--- src/sv/gnw_pkg.sv ---
package gnw_pkg;

  localparam int unsigned NumAxes     = 3;
  localparam int unsigned CfgIdxBits  = 2;

  localparam logic [CfgIdxBits-1:0] AxisX = 2'd0;
  localparam logic [CfgIdxBits-1:0] AxisY = 2'd1;
  localparam logic [CfgIdxBits-1:0] AxisZ = 2'd2;

  localparam logic KindNeighbour = 1'b0;
  localparam logic KindBounds    = 1'b1;

  typedef enum logic [1:0] {
    CFG_IDLE,
    CFG_DIVIDE,
    CFG_FINISH
  } cfg_state_e;

endpackage

--- src/sv/gnw_lane.sv ---
module gnw_lane #(
  parameter int unsigned COORD_BITS = 16,
  parameter int unsigned FRAC_BITS  = 16
) (
  input  logic                  clk_i,
  input  logic                  en_i,
  input  logic                  kind_i,
  input  logic [COORD_BITS-1:0] coord_i,
  input  logic [COORD_BITS-1:0] vol_i,
  input  logic [COORD_BITS-1:0] sp_i,
  input  logic [COORD_BITS-1:0] ts_i,
  input  logic [COORD_BITS-1:0] cnt_i,
  input  logic [COORD_BITS-1:0] last_i,
  output logic [COORD_BITS-1:0] low_o,
  output logic [COORD_BITS-1:0] high_o,
  output logic [FRAC_BITS-1:0]  frac_o
);
  import gnw_pkg::*;

  localparam int unsigned C = COORD_BITS;
  localparam int unsigned F = FRAC_BITS;
  localparam int unsigned Q = C + F;

  logic [C-1:0]   origin, lastv;
  logic [2*C-1:0] prod;
  logic [2*C:0]   hsum;
  logic           e_div;
  logic [C-1:0]   e_lo, e_hi, e_off;

  assign origin = (ts_i - 1'b1) >> 1;
  assign lastv  = vol_i - 1'b1;
  assign prod   = coord_i * sp_i;
  assign hsum   = {1'b0, prod} + {{(C + 1){1'b0}}, origin} + {{(C + 1){1'b0}}, origin};
  assign e_off  = coord_i - origin;

  always_comb begin
    e_div = 1'b0;
    e_lo  = '0;
    e_hi  = '0;
    if (kind_i == KindNeighbour) begin
      if (coord_i <= origin) begin
        e_lo = '0;
        e_hi = '0;
      end else if (coord_i >= last_i) begin
        e_lo = cnt_i - 1'b1;
        e_hi = cnt_i - 1'b1;
      end else begin
        e_div = 1'b1;
      end
    end else begin
      e_lo = (prod > {{C{1'b0}}, lastv}) ? lastv : prod[C-1:0];
      e_hi = (hsum > {{(C + 1){1'b0}}, lastv}) ? lastv : hsum[C-1:0];
    end
  end

  logic         div_q [Q+1];
  logic [C-1:0] lo_q  [Q+1];
  logic [C-1:0] hi_q  [Q+1];
  logic [C-1:0] rem_q [Q+1];
  logic [Q-1:0] dnd_q [Q+1];
  logic [Q-1:0] quo_q [Q+1];

  always_ff @(posedge clk_i) begin
    if (en_i) begin
      div_q[0] <= e_div;
      lo_q[0]  <= e_lo;
      hi_q[0]  <= e_hi;
      rem_q[0] <= '0;
      dnd_q[0] <= {e_off, {F{1'b0}}};
      quo_q[0] <= '0;
    end
  end

  for (genvar s = 0; s < Q; s++) begin : g_div
    logic [C:0] rsh;
    logic       ge;
    assign rsh = {rem_q[s], dnd_q[s][Q-1]};
    assign ge  = (rsh >= {1'b0, sp_i});
    always_ff @(posedge clk_i) begin
      if (en_i) begin
        div_q[s+1] <= div_q[s];
        lo_q[s+1]  <= lo_q[s];
        hi_q[s+1]  <= hi_q[s];
        rem_q[s+1] <= ge ? C'(rsh - {1'b0, sp_i}) : rsh[C-1:0];
        dnd_q[s+1] <= dnd_q[s] << 1;
        quo_q[s+1] <= {quo_q[s][Q-2:0], ge};
      end
    end
  end

  assign low_o  = div_q[Q] ? quo_q[Q][Q-1:F] : lo_q[Q];
  assign high_o = div_q[Q] ? C'(quo_q[Q][Q-1:F] + 1'b1) : hi_q[Q];
  assign frac_o = div_q[Q] ? quo_q[Q][F-1:0] : '0;

endmodule

--- config.mk ---
export PLATFORM = sky130hd
export DESIGN_NAME = gnw_lane
export DESIGN_NICKNAME = d
export VERILOG_FILES = /design/src/sv/gnw_pkg.sv /design/src/sv/gnw_lane.sv
export SDC_FILE = /design/constraint.sdc
export NUM_CORES = 2
export LEC_CHECK = 0
export ABC_AREA = 1
export BUFFER_PORTS_ARGS = -buffer_cell sky130_fd_sc_hd__buf_2
export CAP_MARGIN = 10
export CORE_MARGIN = 5
export CORE_UTILIZATION = 60
export DETAILED_ROUTE_END_ITERATION = 12
export GPL_ROUTABILITY_DRIVEN = 0
export HOLD_SLACK_MARGIN = 0.08
export PLACE_DENSITY = 0.81
export SYNTH_ARGS = -nofsm -noshare
export SYNTH_HDL_FRONTEND = slang
export SYNTH_SLANG_ARGS = --single-unit
--- constraint.sdc ---
create_clock -name clk_i -period 14.05 [get_ports clk_i]
set_input_delay 0.7025 -clock clk_i [delete_from_list [all_inputs] [get_ports clk_i]]
set_output_delay 0.7025 -clock clk_i [all_outputs]
set_load 0.005 [all_outputs]
# == After elaboration in Yosys (flattened, before gate mapping) ==
# Memories as Yosys holds them, arrays and structs flattened.
# Cells that the tools add are included.
# totals
out_inout_bits,48
elab_cells,128
regBits,0
inputBits,99
memories,6
ramBits,3696
# classes
muxes,46
n_mul,1
order_cmp,36
n_addsub,39
# mem_list
name,words,word_bits,read_ports,rd_ports_with_merged_regs,write_ports,line,source
quo_q,33,32,33,0,33,gnw_lane.sv:61,logic [Q-1:0] quo_q [Q+1];
dnd_q,33,31,32,0,33,gnw_lane.sv:60,logic [Q-1:0] dnd_q [Q+1];
hi_q,33,16,33,0,33,gnw_lane.sv:58,logic [C-1:0] hi_q [Q+1];
lo_q,33,16,33,0,33,gnw_lane.sv:57,logic [C-1:0] lo_q [Q+1];
rem_q,33,16,32,0,33,gnw_lane.sv:59,logic [C-1:0] rem_q [Q+1];
div_q,33,1,33,0,33,gnw_lane.sv:56,logic div_q [Q+1];
# ops
operator,n
two-way mux 16 bit,41
>= comparator 17 x 16 -> 1 bit,32
subtractor 16 bit,32
subtractor 16 x 1 -> 16 bit (second input constant),3
adder 32 x 15 -> 33 bit,1
adder 33 x 15 -> 33 bit,1
greater-than comparator 33 x 16 -> 1 bit,1
greater-than comparator 32 x 16 -> 1 bit,1
multiplier 16 x 16 -> 32 bit,1
adder 16 x 1 -> 16 bit (second input constant),1
>= comparator 16 bit,1
<= comparator 16 x 15 -> 1 bit,1
subtractor 16 x 15 -> 16 bit,1
two-way mux 1 bit,5

# == Depth between registers and ports, before layout ==
# depth
word_depth,6
ltp_mapped,49
depth_no_buf,46

# == Worst setup path after synthesis ==
# OpenSTA, ideal clock, no wires.
# synth_path
path_kind,input-to-reg
from,input sp_i[2]
to,"memory hi_q[0][8] (netlist bit), data pin"
cell_stages,37
required_ns,13.791
n_path_buf,3
setup_time_ns,0.259
path_slack_ns,5.932
t_arrival_ns,7.859
cell_sequence,clkbuf_1 > clkbuf_1 > nand2_1 > fa_1 > fa_1 > fa_1 > fa_1 > inv_1 > fa_1 > fa_1 > ha_1 > nand2_1 > nor2_2 > nand3_1 > nand3_1 > xor2_1 > ha_1 > a21oi_1 > nand3_1 > a21boi_0 > xnor2_1 > inv_1 > ha_1 > nand2_1 > inv_1 > nand3_1 > nor3_1 > nand2_1 > a21oi_1 > nand4_1 > nor2_1 > nand2_1 > nor2_8 > buf_4 > nand4_1 > nand3_1 > nand2_1
# synth_rtl
item,line,source
start: declaration,gnw_lane.sv:10,"input logic [COORD_BITS-1:0] sp_i,"
end: declaration,gnw_lane.sv:58,

==> results by group <==
Pwr
  – Clock Power Share: 19.9%
  – PnR Total Power: 0.0289 W
  – Max rail drop VDD: 0.502 mV
  – Psw: 0.0119 W
  – Power Dens Cells: 247 nW/um2
  – Logic pwr share: 47.2%
  – Sw frac: 41.3%
  – Flop pwr share: 32.9%
  – Pleak: 46.9 nW
  – Power Internal: 0.0170 W

Routing
  – Initial DRC count: 6,501
  – Vias: 65.8k
  – Vias per cell: 5.81
  – Final ANT Viol Nets: 0
  – WL final: 221,000 um
  – Drt drc: 0
  – WL/cell: 19.5 um
  – Drt first pass iters: 7

Global routing
  – Number of global-route vias before repair: 66.6k
  – GRT Resource Usage Total: 23.7%
  – Pin count of the biggest net entering global routing: 212
  – Initial antenna violation count: 5
  – Global-route wire length before repair: 351,000 um
  – GRT overflow: 0

Place
  – DPL Wire Length: 140,000 um
  – Pre-CTS setup slack: 5090 ps
  – # port buffers: 146

Logic synthesis
  – Largest cells by area after synthesis: edfxtp_1 (63%), ha_1 (8.0%), nand2_1 (5.9%)
  – Net Count, Synth: 9,566
  – Largest area contributor in the netlist: edfxtp_1
  – Synth cell types: 62
  – Register area share after synthesis: 63.3%
  – Synthesized cell area: 107,000 um2
  – Synth warnings: 0
  – FFs w/ async S/R, synth: 0%
  – Most used DFF post-synth: edfxtp_1
  – EDFF count, synth: 2,249
  – Post-synth top area share: 63.3%
  – Number of synthesized register bits: 2,249
  – Synth Area per Inst: 12.5 um2
  – Mapped Cells: 8,559

Critical path
  – Crit Path Class: input pin to flip-flop
  – Delay-heaviest family, CP: adder cells
  – Worst-path fanout max: 29
  – Critical Path Slowest Stage Cell: fa_1
  – Max incr delay on CP: 550 ps
  – Flop2flop setup slack: 9860 ps
  – Worst Path Buf+Inv: 4
  – Setup crit end kind: flip-flop
  – Worst EP required: 14,750 ps
  – CP startpoint kind: input pin
  – CP most frequent cell: nand2_1
  – CP Data Arrival Time: 8950 ps

STA
  – Hold Vio Cnt, Final: 0
  – Worst clock skew: 38.1 ps
  – Fin crit period: 8250 ps
  – Unrepaired setup endpoints after global routing: no
  – Rel. slew slack: 20.3%
  – Max Fclk: 121 MHz
  – Final max-slew violation count: 0
  – Fin crit share: 58.7%
  – Setup TNS: 0 ps
  – Worst-Margin Slew: 1190 ps
  – Final setup vio count: 0
  – Setup slack after layout: 5800 ps

Floorplan
  – Initial core utilization: 60.4%
  – I/O pin cnt: 147
  – Std-Cell Core Area: 176,000 um2
  – Row count: 154
  – Die Span X: 432 um
  – Die Ht: 432 um
  – Die area: 186,000 um2

Finish
  – Syn-to-layout area delta: 9.65%
  – Final #Nets: 9,796
  – Fillers: 12.0k
  – Share of cells above drive strength 1: 6.71%
  – Post-layout util: 66.3%

Clock network
  – Post-CTS resize count: 0
  – CTS tree: built
  – Post-CTS Hold Fix Bufs: 0
  – Post-CTS Setup Bufs: 0
  – Clock Sinks: 2,249
  – CTS clk-pin slew, worst paths: 70 ps
  – Max clock buf depth: 3
  – Clk_lat worst skew: 840 ps
  – Root buffer cell: clkbuf_16
  – TritonCTS buffer count: 208
  – CTS H-tree lvls: 4

Run status
  – Status: finished, final reports clean

Hold path
  – Hold Path Class: input pin to flip-flop

Run
  – Number of max-cap violations: 0
-- power by group through the flow --
stage / clock network, W / registers, W / logic (W)
2_1_floorplan: 0 / 0.00936 / 0.0102
3_3_place_gp: 0 / 0.00954 / 0.0126
3_5_place_dp: 0 / 0.00960 / 0.0131
4_1_cts: 0.00588 / 0.00949 / 0.0133
5_1_grt: 0.00618 / 0.00959 / 0.0152
6_report: 0.00575 / 0.00950 / 0.0136
-- worst paths after layout --
path                                         startpoint                 endpoint  cells past startpoint
worst min-delay path                           vol_i[0]     hi_q[0][0]$_DFFE_PP_                      4
worst max-delay path                            sp_i[1]     hi_q[0][8]$_DFFE_PP_                     36
worst min register to register  quo_q[0][709]$_DFFE_PP_  quo_q[0][742]$_DFFE_PP_                      0
worst max register to register  rem_q[0][129]$_DFFE_PP_  rem_q[0][157]$_DFFE_PP_                     15
-- through the flow --
stage	cell area, um2	hold slack, ps	cells
2_1_floorplan	107000	400	8559
3_3_place_gp	110000	400	10916
3_5_place_dp	110000	405	10916
4_1_cts	117000	232	11304
5_1_grt	117000	294	11308
6_report	117000	306	11310
-- kinds of logic after synthesis --
kind of cell | Yosys count | share of synthesized area (%)
compound gates | 1290 | 6.60
simple gates | 2643 | 10.3
mux | 3 | 0.0282
buf+inv | 998 | 3.72
fa+ha+maj | 908 | 12.2
flops | 2249 | 63.3
xor+xnor | 468 | 3.84
-- cells in the mapped netlist, types with 6 or more instances --
master / number
fa_1: 226
a311oi_1: 6
o41ai_1: 16
o21bai_1: 14
xnor2_1: 263
a21oi_1: 661
nand3_1: 227
edfxtp_1: 2249
nor2_2: 9
o21ai_2: 16
o21ai_0: 388
o211ai_1: 24
a211oi_1: 18
ha_1: 682
buf_6: 23
inv_1: 812
nand2_2: 23
nor3_1: 100
o21ai_1: 44
clkbuf_1: 127
o31ai_1: 6
xor2_1: 205
buf_1: 6
nor4_1: 22
nand2_1: 1663
a21o_1: 19
nor2_1: 467
a21boi_0: 6
o2111ai_1: 7
nor2_4: 8
buf_2: 16
or2_2: 9
nand4_1: 88
a31oi_1: 17
a221oi_1: 23
-- layout by cell type, fill, tap and decap left out, drive strengths merged, types with 19 or more instances in the layout --
cell	count
bufinv	26
inv	822
xor2	205
nor3	103
ha	682
o211ai	24
xnor2	263
nand2	1686
nand3	232
clkbuf	243
clkinv	99
nor4	22
buf	199
o21ai	448
fa	226
edfxtp	2249
a221oi	23
nand4	91
a21o	19
a21oi	665
nor2	486
-- flip-flops by register name, indices dropped and copies added, names as in the netlist --
register,flops
hi_q,528
lo_q,528
quo_q,528
rem_q,496
dnd_q,136
div_q,33
-- routing by layer --
| layer | vias up | wire length [um] | part of all wire [%] | GRT usage, % |
|---|---|---|---|---|
| li1 | 30579 | - | - | - |
| met1 | 31211 | 82600 | 37 | 29.1 |
| met2 | 3100 | 108000 | 49 | 40.4 |
| met3 | 867 | 17200 | 7.8 | 4.23 |
| met4 | 0 | 13100 | 5.9 | 12.3 |
| met5 | - | 0 | 0 | 0 |
-- final cells by class --
class	instances	area [um2]	share of cell area, %
clock buffer	243	5360	4.58
tap	2340	2930	2.50
antenna	3	7.51	0.00642
sequential	2249	67500	57.7
timing repair buffer	199	1210	1.04
inverter	819	3080	2.63
clock inverter	145	1670	1.43
multi-input combinational	5312	35200	30.1
-- worst register-to-register path, cell delays in order (launching register included) --
cell and delay, ps:
edfxtp_1 390, ha_1 380, nand2_1 80, o21ai_1 260, nand2_1 110, nand2_1 80, a21oi_1 130, o21ai_1 370
a21boi_0 240, o21ai_1 370, nand3_1 120, o211ai_1 140, nand2_1 120, nand2_1 790, nor2_1 170, a21oi_1 260
Note: power is estimated with default switching activity, not from simulation.
